File: src/rtl/rrsp_pkg.sv
// Shared types and constants for the round-robin server picker.
// Field widths, request and status codes, queue entry and back-end state types.
// No dependencies.
package rrsp_pkg;

    // Fixed field widths of the stream and configuration ports
    localparam int REQ_W      = 2;
    localparam int SLOT_IN_W  = 4;
    localparam int STATUS_W   = 2;
    localparam int NUM_W      = 5;
    localparam int HOLD_W     = 16;
    localparam int CFG_DATA_W = 16;
    localparam int CFG_IDX_W  = 1;
    localparam int S_HDR_W    = 9;
    localparam int M_TDATA_W  = 8;

    // Request codes carried on s_tuser
    localparam logic [REQ_W-1:0] REQ_PICK    = 2'd0;
    localparam logic [REQ_W-1:0] REQ_DISABLE = 2'd1;
    localparam logic [REQ_W-1:0] REQ_ENABLE  = 2'd2;

    // Result status codes carried on m_tuser
    localparam logic [STATUS_W-1:0] STATUS_OK    = 2'd0;
    localparam logic [STATUS_W-1:0] STATUS_NONE  = 2'd1;
    localparam logic [STATUS_W-1:0] STATUS_RANGE = 2'd2;

    // Configuration register indexes
    localparam logic [CFG_IDX_W-1:0] REG_NUM_SERVERS   = 1'b0;
    localparam logic [CFG_IDX_W-1:0] REG_RETRY_HOLDOFF = 1'b1;

    // Request class decided by the front end
    typedef enum logic [1:0] {
        KIND_PICK,
        KIND_DISABLE,
        KIND_ENABLE,
        KIND_REJECT
    } kind_t;

    // One classified request as held in the queue
    typedef struct packed {
        kind_t                kind;
        logic [SLOT_IN_W-1:0] slot_index;
        logic                 use_start;
        logic [SLOT_IN_W-1:0] start_index;
    } req_entry_t;

    localparam int ENTRY_W = $bits(req_entry_t);

    // Back-end sequencer states
    typedef enum logic [1:0] {
        BK_IDLE,
        BK_CHECK,
        BK_RESP
    } back_state_t;

endpackage

File: src/rtl/rrsp_ram.sv
// Generic simple dual-port RAM: one write port, one registered read port.
// No dependencies.
module rrsp_ram #(
    parameter int WIDTH = 32,
    parameter int DEPTH = 16,
    localparam int AW   = (DEPTH > 1) ? $clog2(DEPTH) : 1
) (
    input  logic             aclk,
    input  logic             wr_en,
    input  logic [AW-1:0]    wr_addr,
    input  logic [WIDTH-1:0] wr_data,
    input  logic [AW-1:0]    rd_addr,
    output logic [WIDTH-1:0] rd_data
);

    logic [WIDTH-1:0] mem_reg [DEPTH];
    logic [WIDTH-1:0] rd_data_reg;

    // Write and registered read
    always_ff @(posedge aclk) begin
        if (wr_en) begin
            mem_reg[wr_addr] <= wr_data;
        end
        rd_data_reg <= mem_reg[rd_addr];
    end

    assign rd_data = rd_data_reg;

endmodule

File: src/rtl/rrsp_fifo.sv
// Short request queue between the front and back ends.
// No dependencies.
module rrsp_fifo #(
    parameter int WIDTH = 8,
    parameter int DEPTH = 2,
    localparam int AW   = (DEPTH > 1) ? $clog2(DEPTH) : 1,
    localparam int CW   = $clog2(DEPTH + 1)
) (
    input  logic             aclk,
    input  logic             aresetn,
    input  logic             push,
    input  logic [WIDTH-1:0] push_data,
    output logic             full,
    input  logic             pop,
    output logic             not_empty,
    output logic [WIDTH-1:0] head_data
);

    logic [WIDTH-1:0] mem_reg [DEPTH];
    logic [AW-1:0]    wr_ptr_reg, wr_ptr_next;
    logic [AW-1:0]    rd_ptr_reg, rd_ptr_next;
    logic [CW-1:0]    count_reg, count_next;

    // Advance pointers and occupancy
    always_comb begin
        wr_ptr_next = wr_ptr_reg;
        rd_ptr_next = rd_ptr_reg;
        count_next  = count_reg;
        if (push) begin
            wr_ptr_next = (wr_ptr_reg == AW'(DEPTH - 1)) ? '0 : wr_ptr_reg + 1'b1;
        end
        if (pop) begin
            rd_ptr_next = (rd_ptr_reg == AW'(DEPTH - 1)) ? '0 : rd_ptr_reg + 1'b1;
        end
        if (push && !pop) begin
            count_next = count_reg + 1'b1;
        end else if (pop && !push) begin
            count_next = count_reg - 1'b1;
        end
    end

    always_ff @(posedge aclk) begin
        if (!aresetn) begin
            wr_ptr_reg <= '0;
            rd_ptr_reg <= '0;
            count_reg  <= '0;
        end else begin
            wr_ptr_reg <= wr_ptr_next;
            rd_ptr_reg <= rd_ptr_next;
            count_reg  <= count_next;
        end
    end

    // Store entries
    always_ff @(posedge aclk) begin
        if (push) begin
            mem_reg[wr_ptr_reg] <= push_data;
        end
    end

    assign full      = (count_reg == CW'(DEPTH));
    assign not_empty = (count_reg != '0);
    assign head_data = mem_reg[rd_ptr_reg];

endmodule

File: src/rtl/rrsp_front.sv
// Front end: takes requests off the input stream and classifies them.
// Depends on rrsp_pkg.
module rrsp_front #(
    parameter int MAX_SLOTS = 16,
    localparam int CNT_W    = $clog2(MAX_SLOTS + 1)
) (
    input  logic                           s_tvalid,
    output logic                           s_tready,
    input  logic [rrsp_pkg::REQ_W-1:0]     req_type,
    input  logic [rrsp_pkg::SLOT_IN_W-1:0] slot_index,
    input  logic                           use_start,
    input  logic [rrsp_pkg::SLOT_IN_W-1:0] start_index,
    input  logic [CNT_W-1:0]               used_n,
    input  logic                           q_full,
    output logic                           q_push,
    output rrsp_pkg::req_entry_t           q_entry
);

    localparam int CMP_W = (CNT_W > rrsp_pkg::SLOT_IN_W) ? CNT_W : rrsp_pkg::SLOT_IN_W;

    logic slot_bad;

    assign slot_bad = (CMP_W'(slot_index) >= CMP_W'(used_n));

    // Classify the request; bad slots and unknown codes are rejected here
    always_comb begin
        q_entry.slot_index  = slot_index;
        q_entry.use_start   = use_start;
        q_entry.start_index = start_index;
        case (req_type)
            rrsp_pkg::REQ_PICK:    q_entry.kind = rrsp_pkg::KIND_PICK;
            rrsp_pkg::REQ_DISABLE: q_entry.kind = slot_bad ? rrsp_pkg::KIND_REJECT
                                                           : rrsp_pkg::KIND_DISABLE;
            rrsp_pkg::REQ_ENABLE:  q_entry.kind = slot_bad ? rrsp_pkg::KIND_REJECT
                                                           : rrsp_pkg::KIND_ENABLE;
            default:               q_entry.kind = rrsp_pkg::KIND_REJECT;
        endcase
    end

    // Accept while the queue has room
    assign s_tready = !q_full;
    assign q_push   = s_tvalid && !q_full;

endmodule

File: src/rtl/rrsp_back.sv
// Back end: executes queued requests, scans slots one per cycle, holds the result.
// Depends on rrsp_pkg and rrsp_ram (failure-time store).
module rrsp_back #(
    parameter int MAX_SLOTS  = 16,
    parameter int TIME_WIDTH = 32,
    localparam int CNT_W     = $clog2(MAX_SLOTS + 1),
    localparam int SLOT_W    = $clog2(MAX_SLOTS)
) (
    input  logic                          aclk,
    input  logic                          aresetn,
    input  logic                          q_valid,
    input  rrsp_pkg::req_entry_t          q_entry,
    input  logic [TIME_WIDTH-1:0]         q_now,
    output logic                          q_pop,
    input  logic [CNT_W-1:0]              used_n,
    input  logic [rrsp_pkg::HOLD_W-1:0]   holdoff,
    output logic                          m_valid,
    input  logic                          m_ready,
    output logic [rrsp_pkg::STATUS_W-1:0] m_status,
    output logic [rrsp_pkg::SLOT_IN_W-1:0] m_chosen
);

    localparam int CMP_A = (CNT_W > SLOT_W) ? CNT_W : SLOT_W;
    localparam int CMP_W = (CMP_A > rrsp_pkg::SLOT_IN_W) ? CMP_A : rrsp_pkg::SLOT_IN_W;

    rrsp_pkg::back_state_t state_reg, state_next;

    logic [MAX_SLOTS-1:0]           svc_reg, svc_next;
    logic [SLOT_W-1:0]              ptr_reg, ptr_next;
    logic [SLOT_W-1:0]              idx_reg, idx_next;
    logic [CNT_W-1:0]               count_reg, count_next;
    logic [TIME_WIDTH-1:0]          now_reg, now_next;
    logic [rrsp_pkg::STATUS_W-1:0]  res_status_reg, res_status_next;
    logic [rrsp_pkg::SLOT_IN_W-1:0] res_chosen_reg, res_chosen_next;
    logic                           m_valid_reg, m_valid_next;
    logic [rrsp_pkg::STATUS_W-1:0]  m_status_reg, m_status_next;
    logic [rrsp_pkg::SLOT_IN_W-1:0] m_chosen_reg, m_chosen_next;

    logic [CMP_W-1:0]      start_wide;
    logic                  start_bad;
    logic [SLOT_W-1:0]     start_idx;
    logic [SLOT_W:0]       idx_inc;
    logic [SLOT_W-1:0]     idx_wrap;
    logic [SLOT_W-1:0]     head_slot;
    logic [TIME_WIDTH:0]   expire_sum;
    logic                  expired;
    logic                  hit;
    logic                  last_visit;
    logic                  out_free;
    logic                  ram_wr_en;
    logic [SLOT_W-1:0]     ram_rd_addr;
    logic [TIME_WIDTH-1:0] ram_rd_data;

    // Failure times, written on disable, read during the scan
    rrsp_ram #(
        .WIDTH (TIME_WIDTH),
        .DEPTH (MAX_SLOTS)
    ) u_fail_ram (
        .aclk    (aclk),
        .wr_en   (ram_wr_en),
        .wr_addr (head_slot),
        .wr_data (q_now),
        .rd_addr (ram_rd_addr),
        .rd_data (ram_rd_data)
    );

    // Starting slot and its range check
    assign start_wide = q_entry.use_start ? CMP_W'(q_entry.start_index) : CMP_W'(ptr_reg);
    assign start_bad  = (start_wide >= CMP_W'(used_n));
    assign start_idx  = SLOT_W'(start_wide);
    assign head_slot  = SLOT_W'(q_entry.slot_index);

    // Wrapping successor of the slot under test
    assign idx_inc  = {1'b0, idx_reg} + (SLOT_W + 1)'(1);
    assign idx_wrap = (idx_inc >= (SLOT_W + 1)'(used_n)) ? '0 : idx_inc[SLOT_W-1:0];

    // Holdoff test with one extra bit so the sum cannot wrap
    assign expire_sum = {1'b0, ram_rd_data} + (TIME_WIDTH + 1)'(holdoff);
    assign expired    = (expire_sum < {1'b0, now_reg});
    assign hit        = svc_reg[idx_reg] || expired;
    assign last_visit = ((count_reg + CNT_W'(1)) == used_n);
    assign out_free   = !m_valid_reg || m_ready;

    // Next state
    always_comb begin
        state_next = state_reg;
        unique case (state_reg)
            rrsp_pkg::BK_IDLE: begin
                if (q_valid) begin
                    if (q_entry.kind == rrsp_pkg::KIND_PICK && used_n != '0 && !start_bad) begin
                        state_next = rrsp_pkg::BK_CHECK;
                    end else begin
                        state_next = rrsp_pkg::BK_RESP;
                    end
                end
            end
            rrsp_pkg::BK_CHECK: begin
                if (hit || last_visit) begin
                    state_next = rrsp_pkg::BK_RESP;
                end
            end
            rrsp_pkg::BK_RESP: begin
                if (out_free) begin
                    state_next = rrsp_pkg::BK_IDLE;
                end
            end
            default: state_next = rrsp_pkg::BK_IDLE;
        endcase
    end

    // Datapath controls and register updates
    always_comb begin
        q_pop           = 1'b0;
        ram_wr_en       = 1'b0;
        ram_rd_addr     = idx_wrap;
        svc_next        = svc_reg;
        ptr_next        = ptr_reg;
        idx_next        = idx_reg;
        count_next      = count_reg;
        now_next        = now_reg;
        res_status_next = res_status_reg;
        res_chosen_next = res_chosen_reg;
        m_valid_next    = m_valid_reg && !m_ready;
        m_status_next   = m_status_reg;
        m_chosen_next   = m_chosen_reg;
        unique case (state_reg)
            rrsp_pkg::BK_IDLE: begin
                ram_rd_addr = start_idx;
                if (q_valid) begin
                    q_pop           = 1'b1;
                    now_next        = q_now;
                    idx_next        = start_idx;
                    count_next      = '0;
                    res_chosen_next = '0;
                    res_status_next = rrsp_pkg::STATUS_OK;
                    case (q_entry.kind)
                        rrsp_pkg::KIND_PICK: begin
                            if (used_n == '0) begin
                                res_status_next = rrsp_pkg::STATUS_NONE;
                            end else if (start_bad) begin
                                res_status_next = rrsp_pkg::STATUS_RANGE;
                            end
                        end
                        rrsp_pkg::KIND_DISABLE: begin
                            ram_wr_en           = 1'b1;
                            svc_next[head_slot] = 1'b0;
                        end
                        rrsp_pkg::KIND_ENABLE: begin
                            svc_next[head_slot] = 1'b1;
                        end
                        default: begin
                            res_status_next = rrsp_pkg::STATUS_RANGE;
                        end
                    endcase
                end
            end
            rrsp_pkg::BK_CHECK: begin
                if (hit) begin
                    svc_next[idx_reg] = 1'b1;
                    res_status_next   = rrsp_pkg::STATUS_OK;
                    res_chosen_next   = rrsp_pkg::SLOT_IN_W'(idx_reg);
                    ptr_next          = idx_wrap;
                end else if (last_visit) begin
                    res_status_next = rrsp_pkg::STATUS_NONE;
                end else begin
                    idx_next   = idx_wrap;
                    count_next = count_reg + CNT_W'(1);
                end
            end
            rrsp_pkg::BK_RESP: begin
                if (out_free) begin
                    m_valid_next  = 1'b1;
                    m_status_next = res_status_reg;
                    m_chosen_next = res_chosen_reg;
                end
            end
            default: begin
            end
        endcase
    end

    // Control state
    always_ff @(posedge aclk) begin
        if (!aresetn) begin
            state_reg   <= rrsp_pkg::BK_IDLE;
            svc_reg     <= '1;
            ptr_reg     <= '0;
            m_valid_reg <= 1'b0;
        end else begin
            state_reg   <= state_next;
            svc_reg     <= svc_next;
            ptr_reg     <= ptr_next;
            m_valid_reg <= m_valid_next;
        end
    end

    // Payload
    always_ff @(posedge aclk) begin
        idx_reg        <= idx_next;
        count_reg      <= count_next;
        now_reg        <= now_next;
        res_status_reg <= res_status_next;
        res_chosen_reg <= res_chosen_next;
        m_status_reg   <= m_status_next;
        m_chosen_reg   <= m_chosen_next;
    end

    assign m_valid  = m_valid_reg;
    assign m_status = m_status_reg;
    assign m_chosen = m_chosen_reg;

endmodule

File: src/rtl/round_robin_server_pick_with_holdoff.sv
// Sequence: the back end takes each queued request in its idle state; a pick then scans, in its
// check state, from one slot up to every slot in use; each request ends in the response state,
// which registers the result. It finishes one request before taking the next; the scan reads one
// failure time per cycle from its RAM port. A 2-entry queue decouples input from execution.
// Reset: all slots in service, next pointer zero, num_servers 1, retry_holdoff 10,
// queue and output empty. No clearing pass: failure times are written before they are read.
module round_robin_server_pick_with_holdoff #(
    parameter int MAX_SLOTS  = 16,
    parameter int TIME_WIDTH = 32,
    localparam int S_TDATA_W = ((rrsp_pkg::S_HDR_W + TIME_WIDTH + 7) / 8) * 8
) (
    input  logic                             aclk,
    input  logic                             aresetn,
    // Request stream
    input  logic                             s_tvalid,
    output logic                             s_tready,
    // s_tdata: slot_index[3:0], use_start[4], start_index[8:5], now_time[TIME_WIDTH+8:9]
    input  logic [S_TDATA_W-1:0]             s_tdata,
    // s_tuser: req_type[1:0]
    input  logic [rrsp_pkg::REQ_W-1:0]       s_tuser,
    // Result stream
    output logic                             m_tvalid,
    input  logic                             m_tready,
    // m_tdata: chosen_slot[3:0], zeros above
    output logic [rrsp_pkg::M_TDATA_W-1:0]   m_tdata,
    // m_tuser: status[1:0]
    output logic [rrsp_pkg::STATUS_W-1:0]    m_tuser,
    // Configuration write port
    input  logic                             cfg_wr_en,
    input  logic [rrsp_pkg::CFG_IDX_W-1:0]   cfg_index,
    input  logic [rrsp_pkg::CFG_DATA_W-1:0]  cfg_wdata
);

    localparam int CNT_W   = $clog2(MAX_SLOTS + 1);
    localparam int CMP_W   = (CNT_W > rrsp_pkg::NUM_W) ? CNT_W : rrsp_pkg::NUM_W;
    localparam int Q_DEPTH = 2;
    localparam int Q_W     = rrsp_pkg::ENTRY_W + TIME_WIDTH;

    logic [rrsp_pkg::NUM_W-1:0]  num_servers_reg;
    logic [rrsp_pkg::HOLD_W-1:0] holdoff_reg;
    logic [CMP_W-1:0]            num_wide;
    logic [CNT_W-1:0]            used_n;

    rrsp_pkg::req_entry_t        front_entry;
    rrsp_pkg::req_entry_t        head_entry;
    logic                        q_push;
    logic                        q_full;
    logic                        q_pop;
    logic                        q_valid;
    logic [Q_W-1:0]              q_head;
    logic [TIME_WIDTH-1:0]       head_now;
    logic [rrsp_pkg::SLOT_IN_W-1:0] m_chosen;

    // Configuration registers
    always_ff @(posedge aclk) begin
        if (!aresetn) begin
            num_servers_reg <= rrsp_pkg::NUM_W'(1);
            holdoff_reg     <= rrsp_pkg::HOLD_W'(10);
        end else if (cfg_wr_en) begin
            case (cfg_index)
                rrsp_pkg::REG_NUM_SERVERS:   num_servers_reg <= cfg_wdata[rrsp_pkg::NUM_W-1:0];
                rrsp_pkg::REG_RETRY_HOLDOFF: holdoff_reg     <= cfg_wdata;
                default: begin
                end
            endcase
        end
    end

    // Clamp the slot count to the storage depth
    assign num_wide = CMP_W'(num_servers_reg);
    assign used_n   = (num_wide > CMP_W'(MAX_SLOTS)) ? CNT_W'(MAX_SLOTS) : CNT_W'(num_wide);

    rrsp_front #(
        .MAX_SLOTS (MAX_SLOTS)
    ) u_front (
        .s_tvalid    (s_tvalid),
        .s_tready    (s_tready),
        .req_type    (s_tuser),
        .slot_index  (s_tdata[3:0]),
        .use_start   (s_tdata[4]),
        .start_index (s_tdata[8:5]),
        .used_n      (used_n),
        .q_full      (q_full),
        .q_push      (q_push),
        .q_entry     (front_entry)
    );

    rrsp_fifo #(
        .WIDTH (Q_W),
        .DEPTH (Q_DEPTH)
    ) u_queue (
        .aclk      (aclk),
        .aresetn   (aresetn),
        .push      (q_push),
        .push_data ({s_tdata[rrsp_pkg::S_HDR_W +: TIME_WIDTH], front_entry}),
        .full      (q_full),
        .pop       (q_pop),
        .not_empty (q_valid),
        .head_data (q_head)
    );

    assign head_entry = rrsp_pkg::req_entry_t'(q_head[rrsp_pkg::ENTRY_W-1:0]);
    assign head_now   = q_head[Q_W-1:rrsp_pkg::ENTRY_W];

    rrsp_back #(
        .MAX_SLOTS  (MAX_SLOTS),
        .TIME_WIDTH (TIME_WIDTH)
    ) u_back (
        .aclk     (aclk),
        .aresetn  (aresetn),
        .q_valid  (q_valid),
        .q_entry  (head_entry),
        .q_now    (head_now),
        .q_pop    (q_pop),
        .used_n   (used_n),
        .holdoff  (holdoff_reg),
        .m_valid  (m_tvalid),
        .m_ready  (m_tready),
        .m_status (m_tuser),
        .m_chosen (m_chosen)
    );

    assign m_tdata = rrsp_pkg::M_TDATA_W'(m_chosen);

endmodule

File: config.mk
export PLATFORM = sky130hd
export DESIGN_NAME = round_robin_server_pick_with_holdoff
export DESIGN_NICKNAME = d
export VERILOG_FILES = /design/src/rtl/rrsp_pkg.sv /design/src/rtl/rrsp_ram.sv /design/src/rtl/rrsp_fifo.sv /design/src/rtl/rrsp_front.sv /design/src/rtl/rrsp_back.sv /design/src/rtl/round_robin_server_pick_with_holdoff.sv
export SDC_FILE = /design/constraint.sdc
export NUM_CORES = 1
export LEC_CHECK = 0
export BUFFER_PORTS_ARGS = -buffer_cell sky130_fd_sc_hd__buf_2
export CAP_MARGIN = 15
export CORE_MARGIN = 3
export CORE_UTILIZATION = 25
export DETAILED_ROUTE_END_ITERATION = 10
export GPL_TIMING_DRIVEN = 0
export PLACE_DENSITY = 0.43
export SLEW_MARGIN = 10
export SYNTH_ARGS = -nofsm -noshare
export SYNTH_HDL_FRONTEND = slang
export SYNTH_SLANG_ARGS = --single-unit
File: constraint.sdc
create_clock -name aclk -period 11.3 [get_ports aclk]
set_input_delay 2.26 -clock aclk [delete_from_list [all_inputs] [get_ports aclk]]
set_output_delay 2.26 -clock aclk [all_outputs]
set_load 0.01 [all_outputs]
==> run summary <==
The register with the most flip-flops in the layout has 512 of them. The most used flip-flop cell after synthesis is sky130_fd_sc_hd__edfxtp_1. The cell at the root of the clock tree is sky130_fd_sc_hd__clkbuf_16. The async set or reset register ratio after synthesis is 0, and the number of DRC markers after the initial detailed-route iteration is 1633.

The tools report the maximum frequency from static timing analysis as 0.161 GHz. Relative slew slack: 0.211. The number of input and output port buffers inserted was 72; the worst slack at placement was 5.01 ns. The biggest area contributor in the post-synthesis netlist is sky130_fd_sc_hd__edfxtp_1. In the post-synthesis netlist, the biggest area contributors are sky130_fd_sc_hd__edfxtp_1 (65%), sky130_fd_sc_hd__a21oi_1 (5.4%), sky130_fd_sc_hd__dfxtp_1 (5.4%). By startpoint and endpoint, the worst setup path is classified as reg -> reg. Routability-driven placement finished with a final weighted congestion of 0.853. The sum of routed wire length over all layers was 94600 um. The post-cts resize count came out at 0. In this run the power density over the cells is 273 nW/um^2. The wire-length estimate of the detail-placed layout is 65600 um.

The overall via count from detail_route came out at 19531. Total DRC errors in the routed layout: 0. The clock-pin slew on the worst setup and hold paths was 0.06 ns. The cell leakage power came out at 11.9 nW.

Maximum fanout count along the critical path: 10. The logs give 0 for the final-report hold violation count and 0 for the remaining antenna violation count. Counting instances in the post-synthesis netlist gives the leading cell types as sky130_fd_sc_hd__edfxtp_1 (651), sky130_fd_sc_hd__nand2_1 (359), sky130_fd_sc_hd__a21oi_1 (324), sky130_fd_sc_hd__a221oi_1 (128), sky130_fd_sc_hd__dfxtp_1 (81).

In the final design database the tool counted 2554 nets. Count of synthesis-stage warnings from yosys: 0. The critical path starts at holdoff_reg[15]. The worst hold path belongs to the class reg -> reg. For the portion of the post-synthesis area used by sequential elements, the log shows 0.706.

Setup repair after global routing left no endpoint under its margin. TritonCTS built the clock tree. The clock skew is 0.0309 ns, and the growth of design area from synthesis to finish is 19.7%. Most common cell in the synthesized netlist: sky130_fd_sc_hd__edfxtp_1.

The synthesized flop and latch total was 732. The area share of the leading cell type in the synthesized netlist is 0.652. The tools report the start point of the worst min-delay path as u_back.res_chosen_reg[0]. Counting every instance in the synthesized netlist gives 2226. The pre-antenna-repair detailed-routing pass consisted of 6 iterations. In this run the standard cell core region covers 119000 um^2. The tools report the number of top-level pins as 84.

For the total global routing track utilization, the log shows 0.149. Data on the critical path is required at its endpoint by 11.64 ns. After floorplanning, the core was divided into 126 placement rows.

The area of all placed cells without fillers was 35900 um^2. Count of flip-flops with a built-in enable after synthesis: 651. The die covers 124000 um^2. Across the run, the number of max-cap violations was 0. STA puts the critical path data arrival time at 6.56 ns. The clock drives 732 sinks. The die is 352 um wide. For the final routed database, the setup TNS stands at 0 ns.

Entering global routing, the biggest net connects 42 pins. The startpoint class of the critical path was a flop. The post-CTS setup repair buffer count came out at 0. The shortest period the worst path allows was 6.22 ns.

The first global-routing pass estimated 137000 um of wire. The number of distinct standard cells referenced by the synthesized netlist is 72, and the clock latency reported for the late side of the worst-skew pair is 0.66 ns. The worst-case hold slack came out at 0.425 ns. The logs give 19761 for the via count of the first global-routing pass and 5.08 ns for the worst reg-to-reg setup slack.

The max-slew violation count was 0. The logs give 3 for the initial antenna violation count and 87 for the clock buffer count from CTS. The effective utilization at floorplan was 0.253. The number of buffers added to fix hold violations after cts is 0. The cell area after synthesis is 30000 um^2, and the die height is 352 um. Counting along the longest clock path gives a buffer depth of 3.

In this run the mean area of a mapped cell was 13.5 um^2. After layout, the worst setup slack is 5.08 ns. At the pin with the least slew margin, the transition time is 1.17 ns. Fraction of final layout cells sized beyond drive strength 1: 0.139.

The category of the worst setup path capture point is a flop. The placed instances occupy a cell area of 33000 um^2. Global routing finished with a remaining overflow of 0.

The average wire length per cell after detail routing works out to 23.2 um. The startpoint identified for the worst register-to-register timing path is holdoff_reg[15]. For the final total power, the log shows 9.78 mW. The average via count per standard cell is 4.78, and the worst ir drop on vdd is 0.000110 V. For the H-tree level count, the log shows 3. The final period utilization was 0.550; the final setup violation count was 0. The flow ran to the end, and the final reports show no timing, DRC or antenna violations.
-- worst paths after layout --
kind,end,cells past startpoint
max,u_back.count_reg[4],16
min,u_back.m_chosen[0],0
max reg2reg,u_back.count_reg[4],16
min reg2reg,u_back.m_chosen[0],0
-- metal layers --
metal  up-vias  track usage  share of wire
met2       665        0.247           0.47
met1      9851        0.197           0.44
li1       8862            -              -
met4         0       0.0432          0.026
met5         -            0              0
met3       153       0.0292          0.061
-- layout by cell type (no fill, tap or decap), types with 49 or more instances in the layout --
| cell | Yosys | layout |
|---|---|---|
| sky130_fd_sc_hd__a21oi_1 | 324 | 324 |
| sky130_fd_sc_hd__a221oi_1 | 128 | 128 |
| sky130_fd_sc_hd__buf_2 | 38 | 110 |
| sky130_fd_sc_hd__clkbuf_1 | 77 | 98 |
| sky130_fd_sc_hd__clkbuf_16 | 0 | 93 |
| sky130_fd_sc_hd__dfxtp_1 | 81 | 81 |
| sky130_fd_sc_hd__edfxtp_1 | 651 | 651 |
| sky130_fd_sc_hd__ha_1 | 69 | 69 |
| sky130_fd_sc_hd__inv_1 | 56 | 55 |
| sky130_fd_sc_hd__nand2_1 | 359 | 359 |
| sky130_fd_sc_hd__nor2_1 | 66 | 49 |
-- logic make-up (layout without fill, tap and decap cells) --
kind of cell | Yosys count | in the layout | synth area share
other | 1 | 6 | 0.000125
flip-flops | 732 | 732 | 0.706
buffers and inverters | 191 | 444 | 0.0269
adder cells (fa/ha/maj) | 70 | 70 | 0.0295
multiplexers | 48 | 48 | 0.0196
AO/OA/AOI/OAI | 602 | 602 | 0.128
AND/OR/NAND/NOR | 544 | 544 | 0.0791
XOR/XNOR | 38 | 38 | 0.0111
-- area by class of cell --
type | instances | area (um^2)
Sequential cell | 732 | 21200
Inverter | 58 | 218
Clock inverter | 35 | 362
Fill cell | 11972 | 82700
Antenna cell | 2 | 5.00
Timing Repair Buffer | 94 | 840
Clock buffer | 124 | 2540
Buffer | 133 | 588
Multi-Input combinational cell | 1306 | 8170
Tap cell | 1600 | 2000
-- critical path: stages (launching register included) --
cell                       delay (ns)
sky130_fd_sc_hd__dfxtp_1         0.44
sky130_fd_sc_hd__ha_1            0.32
sky130_fd_sc_hd__a21oi_2         0.62
sky130_fd_sc_hd__o21ai_0         0.17
sky130_fd_sc_hd__or2_1           0.30
sky130_fd_sc_hd__o21ai_1         0.72
sky130_fd_sc_hd__nor2_1          0.25
sky130_fd_sc_hd__nand3_1         0.17
sky130_fd_sc_hd__xnor2_1         0.08
sky130_fd_sc_hd__ha_1            0.29
sky130_fd_sc_hd__nand4_1         0.17
sky130_fd_sc_hd__nor4_1          0.50
sky130_fd_sc_hd__nand3_1         0.43
sky130_fd_sc_hd__nor4_2          0.48
sky130_fd_sc_hd__o41ai_4         0.23
sky130_fd_sc_hd__a311oi_2        0.37
sky130_fd_sc_hd__or2_2           0.34
-- where the power goes --
group | total (mW) | internal, mW | switching [mW]
sequential | 3.56 | 3.44 | 0.126
clock | 2.82 | 1.72 | 1.10
combinational | 3.40 | 0.947 | 2.45
-- metrics by stage --
stage	utilization	instances
2_1_floorplan	-	2229
3_3_place_gp	0.273	3901
3_5_place_dp	0.278	3922
4_1_cts	0.303	4081
5_1_grt	0.303	4082
6_report	0.303	4084
Power figures use the tool's default switching activity.
